### config.mk
export PLATFORM = sky130hd
export DESIGN_NAME = breath_leak_estimator
export DESIGN_NICKNAME = d
export VERILOG_FILES = /design/src/hdl/ble_pkg.sv /design/src/hdl/ble_front.sv /design/src/hdl/ble_queue.sv /design/src/hdl/ble_back.sv /design/src/hdl/breath_leak_estimator.sv
export SDC_FILE = /design/constraint.sdc
export NUM_CORES = 2
export LEC_CHECK = 0
export BUFFER_PORTS_ARGS = -buffer_cell sky130_fd_sc_hd__buf_2
export CAP_MARGIN = 0
export CELL_PAD_IN_SITES_DETAIL_PLACEMENT = 1
export CELL_PAD_IN_SITES_GLOBAL_PLACEMENT = 2
export CORE_ASPECT_RATIO = 1.75
export CORE_MARGIN = 1.5
export CORE_UTILIZATION = 40
export CTS_BUF_LIST = sky130_fd_sc_hd__clkbuf_4 sky130_fd_sc_hd__clkbuf_8 sky130_fd_sc_hd__clkbuf_16
export CTS_CLUSTER_DIAMETER = 60
export DETAILED_ROUTE_END_ITERATION = 12
export PLACE_DENSITY = 0.82
export SKIP_CTS_REPAIR_TIMING = 1
export SLEW_MARGIN = 20
export SYNTH_ARGS = -nofsm -noshare
export SYNTH_HDL_FRONTEND = slang
export SYNTH_SLANG_ARGS = --single-unit
### constraint.sdc
create_clock -name clk -period 7.85 [get_ports clk]
set_clock_uncertainty 0.05 [all_clocks]
set_input_delay 0.785 -clock clk [delete_from_list [all_inputs] [get_ports clk]]
set_output_delay 0.785 -clock clk [all_outputs]
set_load 0.02 [all_outputs]
### src/hdl/ble_pkg.sv
// Shared types, constants and the configuration register map of the breath leak estimator.
package ble_pkg;

  localparam int COUNT_BITS = 16;
  localparam int CFG_ADDR_W = 4;

  localparam logic [2:0] MODE_OPEN   = 3'd0;
  localparam logic [2:0] MODE_HELD   = 3'd1;
  localparam logic [2:0] MODE_FINRST = 3'd2;
  localparam logic [2:0] MODE_RST    = 3'd3;
  localparam logic [2:0] MODE_FIN    = 3'd4;
  localparam logic [2:0] MODE_IDLE   = 3'd5;

  localparam logic [CFG_ADDR_W-1:0] ADDR_COEF_FLOOR = 4'h0;
  localparam logic [CFG_ADDR_W-1:0] ADDR_COEF_CEIL  = 4'h4;
  localparam logic [CFG_ADDR_W-1:0] ADDR_LEAK_CEIL  = 4'h8;
  localparam logic [CFG_ADDR_W-1:0] ADDR_ROOT_FLOOR = 4'hC;

  typedef struct packed {
    logic [2:0]         mode;
    logic signed [15:0] pressure;
    logic signed [15:0] flow;
    logic               readings_finite;
  } in_word_t;

  typedef struct packed {
    logic [14:0]        leak_flow;
    logic [15:0]        coefficient;
    logic               coefficient_valid;
    logic signed [23:0] balance_coefficient;
    logic               breath_finished;
    logic [14:0]        mean_leak;
    logic               mean_leak_valid;
  } out_word_t;

  // Classified command passed from the front end to the back end.
  typedef struct packed {
    logic               do_finish;
    logic               clr_coef;
    logic               clr_breath;
    logic               do_open;
    logic               ok;
    logic signed [15:0] flow;
    logic [7:0]         root;
  } cmd_t;

  typedef struct packed {
    logic [15:0] coef_floor;
    logic [15:0] coef_ceil;
    logic [14:0] leak_ceil;
    logic [27:0] root_floor;
  } cfg_t;

endpackage

### src/hdl/ble_front.sv
// Front end: classifies an input word and takes the square root of its pressure bit-serially.
module ble_front (
  input  logic             clk,
  input  logic             rst_n,
  input  logic             in_valid,
  output logic             in_stall,
  input  ble_pkg::in_word_t in_data,
  output logic             cmd_valid,
  input  logic             cmd_stall,
  output ble_pkg::cmd_t    cmd_data
);
  import ble_pkg::*;

  typedef enum logic [1:0] {S_IDLE, S_ROOT, S_SEND} state_t;

  state_t      state_r;
  logic [15:0] rem_r;
  logic [15:0] res_r;
  logic [15:0] bit_r;
  cmd_t        cmd_r;
  logic [16:0] trial;
  logic [15:0] res_nxt;

  assign in_stall  = (state_r != S_IDLE);
  assign cmd_valid = (state_r == S_SEND);
  assign cmd_data  = cmd_r;

  // One digit of the restoring square root each cycle.
  assign trial   = {1'b0, rem_r} - ({1'b0, res_r} + {1'b0, bit_r});
  assign res_nxt = trial[16] ? (res_r >> 1) : (res_r >> 1) + bit_r;

  always_ff @(posedge clk) begin
    if (!rst_n) begin
      state_r <= S_IDLE;
    end else begin
      unique case (state_r)
        S_IDLE: begin
          if (in_valid) begin
            cmd_r.do_finish  <= (in_data.mode == MODE_FINRST) || (in_data.mode == MODE_FIN);
            cmd_r.clr_coef   <= (in_data.mode == MODE_RST) || (in_data.mode == MODE_IDLE);
            cmd_r.clr_breath <= (in_data.mode == MODE_FINRST) || (in_data.mode == MODE_RST) ||
                                (in_data.mode == MODE_IDLE);
            cmd_r.do_open    <= (in_data.mode == MODE_OPEN) || (in_data.mode == MODE_FINRST) ||
                                (in_data.mode == MODE_RST);
            cmd_r.ok         <= in_data.readings_finite && !in_data.pressure[15] &&
                                (in_data.pressure != 16'sd0);
            cmd_r.flow       <= in_data.flow;
            rem_r            <= in_data.pressure[15] ? 16'd0 : in_data.pressure;
            res_r            <= 16'd0;
            bit_r            <= 16'h4000;
            state_r          <= S_ROOT;
          end
        end
        S_ROOT: begin
          if (!trial[16]) begin
            rem_r <= trial[15:0];
          end
          res_r <= res_nxt;
          bit_r <= bit_r >> 2;
          if (bit_r == 16'd1) begin
            cmd_r.root <= res_nxt[7:0];
            state_r    <= S_SEND;
          end
        end
        S_SEND: begin
          if (!cmd_stall) begin
            state_r <= S_IDLE;
          end
        end
        default: state_r <= S_IDLE;
      endcase
    end
  end

  // Flags the first send cycle, in which the root has just been loaded.
  logic root_ld_r;
  always_ff @(posedge clk) begin
    if (!rst_n) root_ld_r <= 1'b0;
    else        root_ld_r <= (state_r == S_ROOT) && (bit_r == 16'd1);
  end

  a_root_seq: assert property (@(posedge clk) disable iff (!rst_n)
    (state_r == S_ROOT && bit_r == 16'd1) |=> (state_r == S_SEND))
    else $error("root did not finish into send");
  a_no_accept_busy: assert property (@(posedge clk) disable iff (!rst_n)
    (state_r == S_ROOT) |-> in_stall)
    else $error("input taken while root busy");
  a_ld_once: assert property (@(posedge clk) disable iff (!rst_n)
    root_ld_r |-> (state_r == S_SEND))
    else $error("root load outside send");

endmodule

### src/hdl/ble_queue.sv
// Two-entry command queue between the front and back ends.
module ble_queue (
  input  logic          clk,
  input  logic          rst_n,
  input  logic          wr_valid,
  output logic          wr_stall,
  input  ble_pkg::cmd_t wr_data,
  output logic          rd_valid,
  input  logic          rd_stall,
  output ble_pkg::cmd_t rd_data
);
  import ble_pkg::*;

  cmd_t       mem_r [2];
  logic       wp_r;
  logic       rp_r;
  logic [1:0] cnt_r;
  logic       push;
  logic       pop;

  assign wr_stall = (cnt_r == 2'd2);
  assign rd_valid = (cnt_r != 2'd0);
  assign rd_data  = mem_r[rp_r];
  assign push     = wr_valid && !wr_stall;
  assign pop      = rd_valid && !rd_stall;

  always_ff @(posedge clk) begin
    if (push) mem_r[wp_r] <= wr_data;
  end

  always_ff @(posedge clk) begin
    if (!rst_n) begin
      wp_r  <= 1'b0;
      rp_r  <= 1'b0;
      cnt_r <= 2'd0;
    end else begin
      if (push) wp_r <= ~wp_r;
      if (pop)  rp_r <= ~rp_r;
      cnt_r <= 2'(cnt_r + {1'b0, push} - {1'b0, pop});
    end
  end

  a_cnt_max: assert property (@(posedge clk) disable iff (!rst_n) cnt_r <= 2'd2)
    else $error("queue count overflow");
  a_ptr: assert property (@(posedge clk) disable iff (!rst_n)
    (cnt_r == 2'd0 || cnt_r == 2'd2) |-> (wp_r == rp_r))
    else $error("queue pointers inconsistent");
  a_push_full: assert property (@(posedge clk) disable iff (!rst_n)
    (cnt_r == 2'd2) |=> (cnt_r != 2'd0) || $past(pop))
    else $error("queue drained without pop");

endmodule

### src/hdl/ble_back.sv
// Back end: breath sums, coefficient division, leak flow and mean leak, one step at a time.
module ble_back (
  input  logic              clk,
  input  logic              rst_n,
  input  ble_pkg::cfg_t     cfg,
  input  logic              cmd_valid,
  output logic              cmd_stall,
  input  ble_pkg::cmd_t     cmd_data,
  output logic              out_valid,
  input  logic              out_stall,
  output ble_pkg::out_word_t out_data
);
  import ble_pkg::*;

  typedef enum logic [2:0] {
    S_IDLE, S_KDIV, S_MDIV, S_APPLY, S_LEAK, S_OUT
  } state_t;

  localparam logic [COUNT_BITS-1:0] SMAX = '1;

  state_t                  state_r, state_nxt;
  cmd_t                    c_r, c_nxt;
  logic signed [31:0]      flow_total_r, flow_total_nxt;
  logic [27:0]             root_total_r, root_total_nxt;
  logic                    breath_invalid_r, breath_invalid_nxt;
  logic [15:0]             coef_r, coef_nxt;
  logic                    coef_valid_r, coef_valid_nxt;
  logic signed [23:0]      balance_r, balance_nxt;
  logic [31:0]             leak_total_r, leak_total_nxt;
  logic [COUNT_BITS-1:0]   leak_samples_r, leak_samples_nxt;
  logic                    leak_mean_invalid_r, leak_mean_invalid_nxt;
  logic                    fin_r, fin_nxt;
  logic [14:0]             mean_r, mean_nxt;
  logic                    mean_ok_r, mean_ok_nxt;
  logic                    k_ok_r, k_ok_nxt;
  logic                    kneg_r, kneg_nxt;
  // Shared restoring divider: 38-bit dividend, up to 32-bit divisor.
  logic [37:0]             quo_r, quo_nxt;
  logic [31:0]             rem_r, rem_nxt;
  logic [31:0]             dvs_r, dvs_nxt;
  logic [5:0]              cnt_r, cnt_nxt;
  logic [14:0]             leak_r;
  logic [23:0]             prod_r;
  out_word_t               out_r, out_nxt;
  logic                    out_v_r, out_v_nxt;

  logic [32:0] rsh;
  logic [33:0] rsub;
  logic [37:0] qfin;
  assign rsh  = {rem_r, quo_r[37]};
  assign rsub = {1'b0, rsh} - {2'b0, dvs_r};
  // Quotient including the bit decided in this cycle.
  assign qfin = {quo_r[36:0], ~rsub[33]};

  logic [37:0] fmag;
  assign fmag = flow_total_r[31] ? 38'(-{{6{flow_total_r[31]}}, flow_total_r}) << 6
                                 : 38'({6'd0, flow_total_r}) << 6;

  assign cmd_stall = (state_r != S_IDLE);
  assign out_valid = out_v_r;
  assign out_data  = out_r;

  logic signed [38:0] kval;
  assign kval = kneg_r ? -$signed({1'b0, qfin}) : $signed({1'b0, qfin});

  logic signed [32:0] fsum;
  logic [28:0]        rsum;
  logic [32:0]        lsum;
  assign fsum = 33'(flow_total_r) + 33'(c_r.flow);
  assign rsum = {1'b0, root_total_r} + 29'(c_r.root);
  assign lsum = {1'b0, leak_total_r} + 33'(leak_r);

  always_comb begin
    state_nxt             = state_r;
    c_nxt                 = c_r;
    flow_total_nxt        = flow_total_r;
    root_total_nxt        = root_total_r;
    breath_invalid_nxt    = breath_invalid_r;
    coef_nxt              = coef_r;
    coef_valid_nxt        = coef_valid_r;
    balance_nxt           = balance_r;
    leak_total_nxt        = leak_total_r;
    leak_samples_nxt      = leak_samples_r;
    leak_mean_invalid_nxt = leak_mean_invalid_r;
    fin_nxt               = fin_r;
    mean_nxt              = mean_r;
    mean_ok_nxt           = mean_ok_r;
    k_ok_nxt              = k_ok_r;
    kneg_nxt              = kneg_r;
    quo_nxt               = quo_r;
    rem_nxt               = rem_r;
    dvs_nxt               = dvs_r;
    cnt_nxt               = cnt_r;
    out_nxt               = out_r;
    out_v_nxt             = out_v_r && out_stall;
    unique case (state_r)
      S_IDLE: begin
        if (cmd_valid) begin
          c_nxt       = cmd_data;
          fin_nxt     = cmd_data.do_finish;
          mean_nxt    = '0;
          mean_ok_nxt = 1'b0;
          k_ok_nxt    = !breath_invalid_r && (root_total_r != 28'd0) &&
                        (root_total_r >= cfg.root_floor);
          kneg_nxt    = flow_total_r[31];
          quo_nxt     = fmag;
          rem_nxt     = '0;
          dvs_nxt     = {4'd0, root_total_r};
          cnt_nxt     = 6'd38;
          state_nxt   = cmd_data.do_finish ? S_KDIV : S_APPLY;
        end
      end
      S_KDIV, S_MDIV: begin
        rem_nxt = rsub[33] ? rsh[31:0] : rsub[31:0];
        quo_nxt = qfin;
        cnt_nxt = cnt_r - 6'd1;
        if (cnt_r == 6'd1) begin
          if (state_r == S_KDIV) begin
            coef_nxt       = '0;
            coef_valid_nxt = 1'b0;
            balance_nxt    = '0;
            if (k_ok_r) begin
              if (kval > 39'sd8388607)       balance_nxt = 24'sh7FFFFF;
              else if (kval < -39'sd8388608) balance_nxt = 24'sh800000;
              else                           balance_nxt = kval[23:0];
              if (kval < $signed({23'd0, cfg.coef_floor}))     coef_nxt = cfg.coef_floor;
              else if (kval > $signed({23'd0, cfg.coef_ceil})) coef_nxt = cfg.coef_ceil;
              else                                             coef_nxt = kval[15:0];
              coef_valid_nxt = 1'b1;
            end
            // Finishing the coefficient division also loads the mean division.
            quo_nxt   = {6'd0, leak_total_r};
            rem_nxt   = '0;
            dvs_nxt   = 32'(leak_samples_r);
            cnt_nxt   = 6'd38;
            state_nxt = S_MDIV;
          end else begin
            if (!leak_mean_invalid_r && !breath_invalid_r && leak_samples_r != '0) begin
              mean_nxt    = qfin[14:0];
              mean_ok_nxt = 1'b1;
            end
            state_nxt = S_APPLY;
          end
        end
      end
      S_APPLY: begin
        if (c_r.clr_coef) begin
          coef_nxt       = '0;
          coef_valid_nxt = 1'b0;
          balance_nxt    = '0;
        end
        if (c_r.clr_breath) begin
          flow_total_nxt        = '0;
          root_total_nxt        = '0;
          breath_invalid_nxt    = 1'b0;
          leak_total_nxt        = '0;
          leak_samples_nxt      = '0;
          leak_mean_invalid_nxt = 1'b0;
        end
        if (c_r.do_open) begin
          if (!c_r.ok) begin
            breath_invalid_nxt = 1'b1;
          end else if (c_r.clr_breath) begin
            flow_total_nxt = 32'(c_r.flow);
            root_total_nxt = 28'(c_r.root);
          end else begin
            if (fsum > 33'sh07FFFFFFF) begin
              flow_total_nxt     = 32'sh7FFFFFFF;
              breath_invalid_nxt = 1'b1;
            end else if (fsum < -33'sh080000000) begin
              flow_total_nxt     = 32'sh80000000;
              breath_invalid_nxt = 1'b1;
            end else begin
              flow_total_nxt = fsum[31:0];
            end
            if (rsum[28]) begin
              root_total_nxt     = 28'hFFFFFFF;
              breath_invalid_nxt = 1'b1;
            end else begin
              root_total_nxt = rsum[27:0];
            end
          end
        end
        state_nxt = S_LEAK;
      end
      S_LEAK: begin
        state_nxt = S_OUT;
      end
      S_OUT: begin
        if (!out_v_r || !out_stall) begin
          out_nxt.leak_flow           = leak_r;
          out_nxt.coefficient         = coef_r;
          out_nxt.coefficient_valid   = coef_valid_r;
          out_nxt.balance_coefficient = balance_r;
          out_nxt.breath_finished     = fin_r;
          out_nxt.mean_leak           = mean_r;
          out_nxt.mean_leak_valid     = mean_ok_r;
          out_v_nxt                   = 1'b1;
          if (c_r.do_open) begin
            if (lsum[32]) begin
              leak_total_nxt        = '1;
              leak_mean_invalid_nxt = 1'b1;
            end else begin
              leak_total_nxt = lsum[31:0];
            end
            if (leak_samples_r != SMAX) leak_samples_nxt = leak_samples_r + COUNT_BITS'(1);
            else                        leak_mean_invalid_nxt = 1'b1;
            if (!coef_valid_r || !c_r.ok) leak_mean_invalid_nxt = 1'b1;
          end
          state_nxt = S_IDLE;
        end
      end
      default: state_nxt = S_IDLE;
    endcase
  end

  always_ff @(posedge clk) begin
    if (!rst_n) begin
      state_r             <= S_IDLE;
      out_v_r             <= 1'b0;
      flow_total_r        <= '0;
      root_total_r        <= '0;
      breath_invalid_r    <= 1'b0;
      coef_r              <= '0;
      coef_valid_r        <= 1'b0;
      balance_r           <= '0;
      leak_total_r        <= '0;
      leak_samples_r      <= '0;
      leak_mean_invalid_r <= 1'b0;
    end else begin
      state_r             <= state_nxt;
      out_v_r             <= out_v_nxt;
      flow_total_r        <= flow_total_nxt;
      root_total_r        <= root_total_nxt;
      breath_invalid_r    <= breath_invalid_nxt;
      coef_r              <= coef_nxt;
      coef_valid_r        <= coef_valid_nxt;
      balance_r           <= balance_nxt;
      leak_total_r        <= leak_total_nxt;
      leak_samples_r      <= leak_samples_nxt;
      leak_mean_invalid_r <= leak_mean_invalid_nxt;
    end
    c_r       <= c_nxt;
    fin_r     <= fin_nxt;
    mean_r    <= mean_nxt;
    mean_ok_r <= mean_ok_nxt;
    k_ok_r    <= k_ok_nxt;
    kneg_r    <= kneg_nxt;
    quo_r     <= quo_nxt;
    rem_r     <= rem_nxt;
    dvs_r     <= dvs_nxt;
    cnt_r     <= cnt_nxt;
    out_r     <= out_nxt;
  end

  // Leak product registered in APPLY, then saturated combinationally for OUT.
  always_ff @(posedge clk) begin
    if (state_r == S_APPLY) begin
      prod_r <= 24'(coef_r) * 24'(c_r.root);
    end
  end

  logic        leak_on;
  logic [17:0] leak_raw;
  assign leak_on  = coef_valid_r && (coef_r != 16'd0) && c_r.ok;
  assign leak_raw = prod_r[23:6];
  always_comb begin
    if (!leak_on)                            leak_r = '0;
    else if (leak_raw > 18'(cfg.leak_ceil))  leak_r = cfg.leak_ceil;
    else                                     leak_r = leak_raw[14:0];
  end

  a_fin_flag: assert property (@(posedge clk) disable iff (!rst_n)
    (out_valid && out_data.mean_leak_valid) |-> out_data.breath_finished)
    else $error("mean valid without finish");
  a_kdiv_next: assert property (@(posedge clk) disable iff (!rst_n)
    (state_r == S_KDIV && cnt_r == 6'd1) |=> (state_r == S_MDIV))
    else $error("coefficient division did not hand over");
  a_busy: assert property (@(posedge clk) disable iff (!rst_n)
    (state_r != S_IDLE) |-> cmd_stall)
    else $error("command taken while busy");

endmodule

### src/hdl/breath_leak_estimator.sv
// Top level of the breath leak estimator: register file, front end, queue and back end.
//
//   port group   direction   word
//   in_*         input       ble_pkg::in_word_t   (mode, pressure, flow, readings_finite)
//   out_*        output      ble_pkg::out_word_t  (one result word per input word)
//   cfg_*        APB slave   four registers at byte addresses 0, 4, 8, 12
//
// The front end takes one word at a time and runs the 8-step pressure root on it.
// The back end takes one command at a time; when a breath finishes it runs the
// shared 38-step restoring divider once for K and once for the mean leak.
// Reset is synchronous; state, counts, sums and configuration return to reset values, datapath registers do not.
// Either side may stall at any time; a two-deep queue separates front and back.
module breath_leak_estimator (
  input  logic                       clk,
  input  logic                       rst_n,
  input  logic                       in_valid,
  output logic                       in_stall,
  input  ble_pkg::in_word_t          in_data,
  output logic                       out_valid,
  input  logic                       out_stall,
  output ble_pkg::out_word_t         out_data,
  input  logic                       cfg_psel,
  input  logic                       cfg_penable,
  input  logic                       cfg_pwrite,
  input  logic [ble_pkg::CFG_ADDR_W-1:0] cfg_paddr,
  input  logic [31:0]                cfg_pwdata,
  output logic [31:0]                cfg_prdata,
  output logic                       cfg_pready
);
  import ble_pkg::*;

  cfg_t cfg_r;
  logic cmd_v, cmd_s, q_v, q_s;
  cmd_t cmd_d, q_d;

  assign cfg_pready = 1'b1;

  always_ff @(posedge clk) begin
    if (!rst_n) begin
      cfg_r.coef_floor <= 16'd0;
      cfg_r.coef_ceil  <= 16'hFFFF;
      cfg_r.leak_ceil  <= 15'h7FFF;
      cfg_r.root_floor <= 28'd1;
    end else if (cfg_psel && cfg_penable && cfg_pwrite) begin
      unique case (cfg_paddr)
        ADDR_COEF_FLOOR: cfg_r.coef_floor <= cfg_pwdata[15:0];
        ADDR_COEF_CEIL:  cfg_r.coef_ceil  <= cfg_pwdata[15:0];
        ADDR_LEAK_CEIL:  cfg_r.leak_ceil  <= cfg_pwdata[14:0];
        ADDR_ROOT_FLOOR: cfg_r.root_floor <= cfg_pwdata[27:0];
        default: ;
      endcase
    end
  end

  always_comb begin
    unique case (cfg_paddr)
      ADDR_COEF_FLOOR: cfg_prdata = {16'd0, cfg_r.coef_floor};
      ADDR_COEF_CEIL:  cfg_prdata = {16'd0, cfg_r.coef_ceil};
      ADDR_LEAK_CEIL:  cfg_prdata = {17'd0, cfg_r.leak_ceil};
      ADDR_ROOT_FLOOR: cfg_prdata = {4'd0, cfg_r.root_floor};
      default:         cfg_prdata = '0;
    endcase
  end

  ble_front u_front (
    .clk, .rst_n, .in_valid, .in_stall, .in_data,
    .cmd_valid(cmd_v), .cmd_stall(cmd_s), .cmd_data(cmd_d)
  );

  ble_queue u_queue (
    .clk, .rst_n, .wr_valid(cmd_v), .wr_stall(cmd_s), .wr_data(cmd_d),
    .rd_valid(q_v), .rd_stall(q_s), .rd_data(q_d)
  );

  ble_back u_back (
    .clk, .rst_n, .cfg(cfg_r), .cmd_valid(q_v), .cmd_stall(q_s), .cmd_data(q_d),
    .out_valid, .out_stall, .out_data
  );

endmodule

Word level (Yosys, flattened, before mapping):

Memory sizes are Yosys's and may differ from the RTL's. A register that Yosys moved wholly into a read port is not among the register bits.
Index checks and enable logic that the tools add are counted.

* memory bits (writable): 58
* bits in registers: 565
* word-level logic and storage cells: 287
* memories kept: 1
* output and inout port bits: 108
* bits of input ports: 79

Memory list
* u_queue.mem_r: words 2, width 29, read ports 1, clocked after memory_dff 1, write ports 1, line ble_queue.sv:14 `cmd_t mem_r [2];`

* $mul: 1
* eq/ne operators: 33
* $add $sub $neg: 13
* mux-type cells: 111
* reductions and logical operators: 65
* magnitude comparators: 8
* bitwise gates (word level): 3

Operators by type and width (count)
* two-way mux 32 bit: 17
* two-way mux 16 bit: 15
* one-hot mux 32 bit (2 select lines): 3
* one-hot mux 16 bit (2 select lines): 5
* two-way mux 38 bit: 4
* two-way mux 24 bit: 6
* two-way mux 28 bit: 5
* one-hot mux 28 bit (4 select lines): 1
* two-way mux 15 bit: 7
* one-hot mux 38 bit (2 select lines): 1
* one-hot mux 24 bit (2 select lines): 1
* nonzero test 16 bit: 3
* greater-than comparator 39 x 17 -> 1 bit: 1
* greater-than comparator 39 x 24 -> 1 bit, second input constant: 1
* less-than comparator 39 x 17 -> 1 bit: 1
* less-than comparator 39 x 24 -> 1 bit, second input constant: 1
* two-way mux 39 bit: 1
* negator 38 -> 39 bit: 1
* subtractor 33 x 32 -> 34 bit: 1
* adder 32 x 15 -> 33 bit: 1
* adder 32 x 16 -> 33 bit: 1
* greater-than comparator 33 x 32 -> 1 bit, second input constant: 1
* less-than comparator 33 x 32 -> 1 bit, second input constant: 1
* negator 32 bit: 1
* other kinds (48): 154

Longest topological paths before layout:

* word-level depth: 11
* mapped depth: 31
* mapped depth without buffers: 27

Modules after synthesis:

From an unflattened synthesis, not the netlist that was laid out.

* cell total of the unflattened synthesis: 4010
* area total of the unflattened synthesis: 38405.6 µm²

By module, submodules not included
* ble_back: area an instance 28044.4 µm², cells each 3096, times used 1
* ble_front: area an instance 4450.5 µm², cells each 421, times used 1
* breath_leak_estimator: area an instance 3558.4 µm², cells each 376, times used 1
* ble_queue: area an instance 2352.3 µm², cells each 117, times used 1

Worst setup path before layout:

OpenSTA, ideal clock, no wires.

* kind: reg2reg
* from: register u_back.rem_r[0]
* to: register u_back.coef_r[10]
* setup time: 58 ps
* path slack: 1411 ps
* stages on the path, launching flop included: 27
* buffers on the path: 4
* data required time: 7742 ps
* arrival time: 6332 ps
* path through: edfxtp_1 ha_1 nor2b_1 o31a_1 o311a_4 o311a_1 a211o_4 clkinv_4 clkbuf_1 buf_1 ha_1 nor4b_1 nand3_1 o31ai_1 xnor2_1 ha_1 nand4_1 nor2_1 nand2_1 o32a_1 o21ai_0 or3b_2 or4_1 buf_2 buf_6 o21ai_1 a221o_2

* cells in the longest elaborated chain, start to end: 11

Ends and longest elaborated chain
* from (decl): line ble_back.sv:39 `logic [31:0] rem_r, rem_nxt;`
* from (signal assigned): line ble_back.sv:250 `rem_r <= rem_nxt;`
* subtractor 33 x 32 -> 34 bit (*): line ble_back.sv:51 `assign rsub = {1'b0, rsh} - {2'b0, dvs_r};`
* inverter 1 bit (*): line ble_back.sv:53 `assign qfin = {quo_r[36:0], ~rsub[33]};`
* negator 38 -> 39 bit: line ble_back.sv:64 `assign kval = kneg_r ? -$signed({1'b0, qfin}) : $signed({1'b0, qfin});`
* two-way mux 39 bit (*): line ble_back.sv:64
* greater-than comparator 39 x 17 -> 1 bit: line ble_back.sv:127 `else if (kval > $signed({23'd0, cfg.coef_ceil})) coef_nxt = cfg.coef_ceil;`
* two-way mux 16 bit: line ble_back.sv:127
* two-way mux 16 bit (*): line ble_back.sv:126 `if (kval < $signed({23'd0, cfg.coef_floor})) coef_nxt = cfg.coef_floor;`
* two-way mux 16 bit (*): line ble_back.sv:122 `if (k_ok_r) begin`
* two-way mux 16 bit (*): line ble_back.sv:118 `if (state_r == S_KDIV) begin`
* two-way mux 16 bit (*): line ble_back.sv:117 `if (cnt_r == 6'd1) begin`
* one-hot mux 16 bit (2 select lines) (*): line ble_back.sv:96 `unique case (state_r)`
* to (signal assigned): line ble_back.sv:236 `coef_r <= coef_nxt;`
* to (decl): line ble_back.sv:26 `logic [15:0] coef_r, coef_nxt;`

Mark *: on every way between the ends. The rest lies on a longest branch, timed or not. The select of a mux whose other input is x is not followed.
A chain may end at the register's enable or synchronous reset.

Final worst setup path:

* from: register u_back.rem_r[11]
* to: register u_back.coef_r[4]

The elaborated chain is that of the path after synthesis.

==> out/metrics.cfg <==
[job]
max_cap_viol_count = 0

[global_route]
grt_pass1_wl_um = 190000
grt_pass1_vias = 32192
grt_max_degree = 62
grt_antenna_before_repair = 2
grt.overflow.total = 0
grt.total_usage_pct = 26.5

[finish]
syn2layout_area_growth_pct = 11.4
final_nets = 4442
drive_above_1_share_pct = 10.8

[logic_synthesis]
synthCells = 3925
synth.avg_cell_area_um2 = 9.44
post_synth_num_cell_types = 85
synth_seq_area_share_pct = 42.7
ys_ff_latch = 606
synthArstFlopShare_pct = 0
yosys_warnings = 0
synth_ff_type = edfxtp_1
synth_top_family_by_area = simple AND/OR/NAND/NOR gates
synthMuxAreaShare_pct = 1.46
netlist_area_um2 = 37100
synth_edf_count = 369
synthSimpleGateAreaFrac_pct = 16.8
synth_xor_area_share_pct = 4.47
synth_compound_area_share_pct = 16.2
yosys.area_share.adder_pct = 13.3

[floorplan]
boundaryPins = 187
fp-row-count = 147
die_w_um = 233
initial_core_util_pct = 40.4
dieArea_um2 = 94600
coreArea_um2 = 91800
die_h_um = 406

[cts]
cts_tree = built
worstSkewPairLatency_ps = 660
cts.root.buffer_cell = clkbuf_16
htreeDepth = 2
clkTransAtPathRegs_ps = 70
clkSinkCount = 606
clk_path_buf_depth = 3
cts_buffers = 59

[status]
outcome = completed

[routing]
final_antenna_net_count = 0
via_per_inst = 5.73
drt-wirelength-per-cell_um = 23.6
drc = 0
drt_wl_total_um = 125000
drt_iter0_markers = 1480
first_pass_iters = 5
via_count = 30197

[timing]
hold_viol = 0
setup_violations = 0
finalMaxSlewViolations = 0
grt_setup_unrepaired = no
min_period_ps = 7100
tns_ps = 0
fmax_mhz = 141
fin_crit_sh_pct = 90.5
worst_pin_slew_ps = 1130
relSlewSlack_pct = 24.8

[worst_setup_path]
endpoint_kind = register
critPathRequiredTime_ps = 8380
cp_max_fo = 16
start_kind = register
critical_path_class = reg -> reg
cp_data_arrival_time_ps = 7630

[placed_design]
gp_congestion = 0.879
io_buffers = 177
dp_hpwl_um = 95700

[pwr]
p_leak_nw = 17.0
power-per-cell-area_nw_per_um2 = 319
irDropWorstVdd_uv = 187
totalPowerFinal_mw = 13.2

[min_path]
hp-class = in -> reg

## through the flow
step	instances	area (um2)	worst slack, ps	hold slack [ps]	util (%)
after floorplan	3928	37100	1410	350	-
after global placement	5158	39200	1010	353	42.7
after detailed placement	5158	39200	847	356	42.7
after CTS	5270	41200	804	206	44.9
after global routing	5273	41300	92.4	232	45.0
final	5273	41300	748	246	45.0
## placed cells by master, fill, tap and decap left out, drive strengths merged, types with 21 or more instances in the layout
cell / netlist / layout
edfxtp: 369 / 369
nor4: 42 / 42
xor2: 51 / 51
a22oi: 38 / 38
buf: 22 / 232
o21ai: 200 / 200
or3: 21 / 21
nor2: 249 / 249
nor3: 64 / 64
a21o: 77 / 77
o31ai: 31 / 31
xnor2: 138 / 138
o21a: 21 / 21
fa: 96 / 96
a211oi: 36 / 36
mux2: 32 / 32
and2: 110 / 110
a221o: 39 / 39
a31oi: 54 / 54
a21oi: 236 / 236
dfxtp: 237 / 237
inv: 301 / 308
nor2b: 34 / 34
ha: 238 / 238
clkbuf: 170 / 76
nand2b: 24 / 24
nand4: 35 / 35
nand3b: 21 / 21
and3: 27 / 27
o211ai: 49 / 49
nand2: 585 / 585
nand3: 55 / 55
## power by group
group	internal [mW]	total [mW]	switching, mW
combinational	1.95	5.22	3.27
clock	1.70	3.08	1.38
sequential	4.18	4.87	0.693
## area by class of cell
type,instances,area [um2]
inverter,302,1140
tap,1192,1490
timing repair buffer,232,1320
clock inverter,36,360
antenna,1,2.50
sequential,606,15800
fill,10386,50500
clock buffer,76,1710
multi-input combinational,2828,19400
## logic make-up (layout without fill, tap and decap cells)
family | after synthesis | after routing
AND/OR/NAND/NOR | 1331 | 1331
AO/OA/AOI/OAI | 917 | 917
flip-flops | 606 | 606
buffers and inverters | 494 | 646
adder cells (fa/ha/maj) | 336 | 336
XOR/XNOR | 189 | 189
multiplexers | 50 | 50
other | 2 | 6
## state kept, by name (all words and copies together), names as in the netlist, 18 cells and up, named ones only
register / count
u_back.rem_r: 32
u_back.dvs_r: 28
u_back.out_data: 73
u_back.quo_r: 38
u_back.prod_r: 18
u_back.flow_total_r: 32
u_front.cmd_data: 29
u_back.c_r: 28
u_back.balance_r: 24
cfg_r: 75
u_back.root_total_r: 28
u_queue.mem_r: 58
u_back.leak_total_r: 32
## per-layer routing
metal | vias up | wire length [um] | track usage, %
li1 | 14112 | - | -
met1 | 15122 | 45700 | 27.9
met2 | 640 | 66700 | 50.1
met3 | 323 | 3660 | 2.19
met4 | 0 | 8580 | 16.5
met5 | - | 0 | 0
## worst paths after layout
check / to / from / slack [ps] / cells past startpoint
setup / recovery: u_back.coef_r[4] / u_back.rem_r[11] / 750 / 21
hold / removal: u_front.cmd_data[11] / in_data[4] / 250 / 1
setup reg to reg: u_back.coef_r[4] / u_back.rem_r[11] / 750 / 21
hold reg to reg: u_back.out_data[7] / u_back.mean_r[6] / 370 / 0
## synth_stat cells, types with 11 or more instances
cell type	number	area, um2
a21oi_1	236	1180
buf_1	14	52.6
fa_1	96	1920
a211oi_1	36	270
or3_1	21	131
a31oi_1	54	338
nand2_1	585	2200
or2_2	20	125
clkbuf_1	170	638
nand2b_1	24	150
dfxtp_1	237	4740
and3_1	27	169
nor2_1	249	935
mux2_2	32	360
o21bai_1	19	143
nand4_1	35	219
xnor2_1	138	1210
and2_1	110	688
nand3b_1	21	158
nand3_1	55	275
ha_1	238	2980
a21boi_0	14	105
inv_1	301	1130
o21a_1	21	158
o211ai_1	49	368
edfxtp_1	369	11100
nor3_1	64	320
nor2b_1	34	213
o41ai_1	11	96.3
xor2_1	51	447
a21o_1	77	578
or4_1	14	105
o31ai_1	31	233
o21ai_0	188	941
nor4_1	42	263
a221o_1	31	310
a22oi_1	38	285
mux2i_1	18	180
## worst max-delay path: stages (launching register included)
cell and delay, ps:
edfxtp_1 410, ha_1 380, a21o_1 200, a2111oi_0 520, o21ai_0 310, a211o_4 430
clkinv_4 100, ha_1 180, nor4b_1 460, nand3_1 390, o31ai_1 350, xnor2_1 360
ha_1 370, nand4_1 120, nor2_1 70, a211oi_1 240, o211ai_1 120, o21ai_0 300
or3b_2 470, or4_1 760, o21ai_0 280, a221o_1 130
No activity file was read; power rests on OpenSTA's default activity.
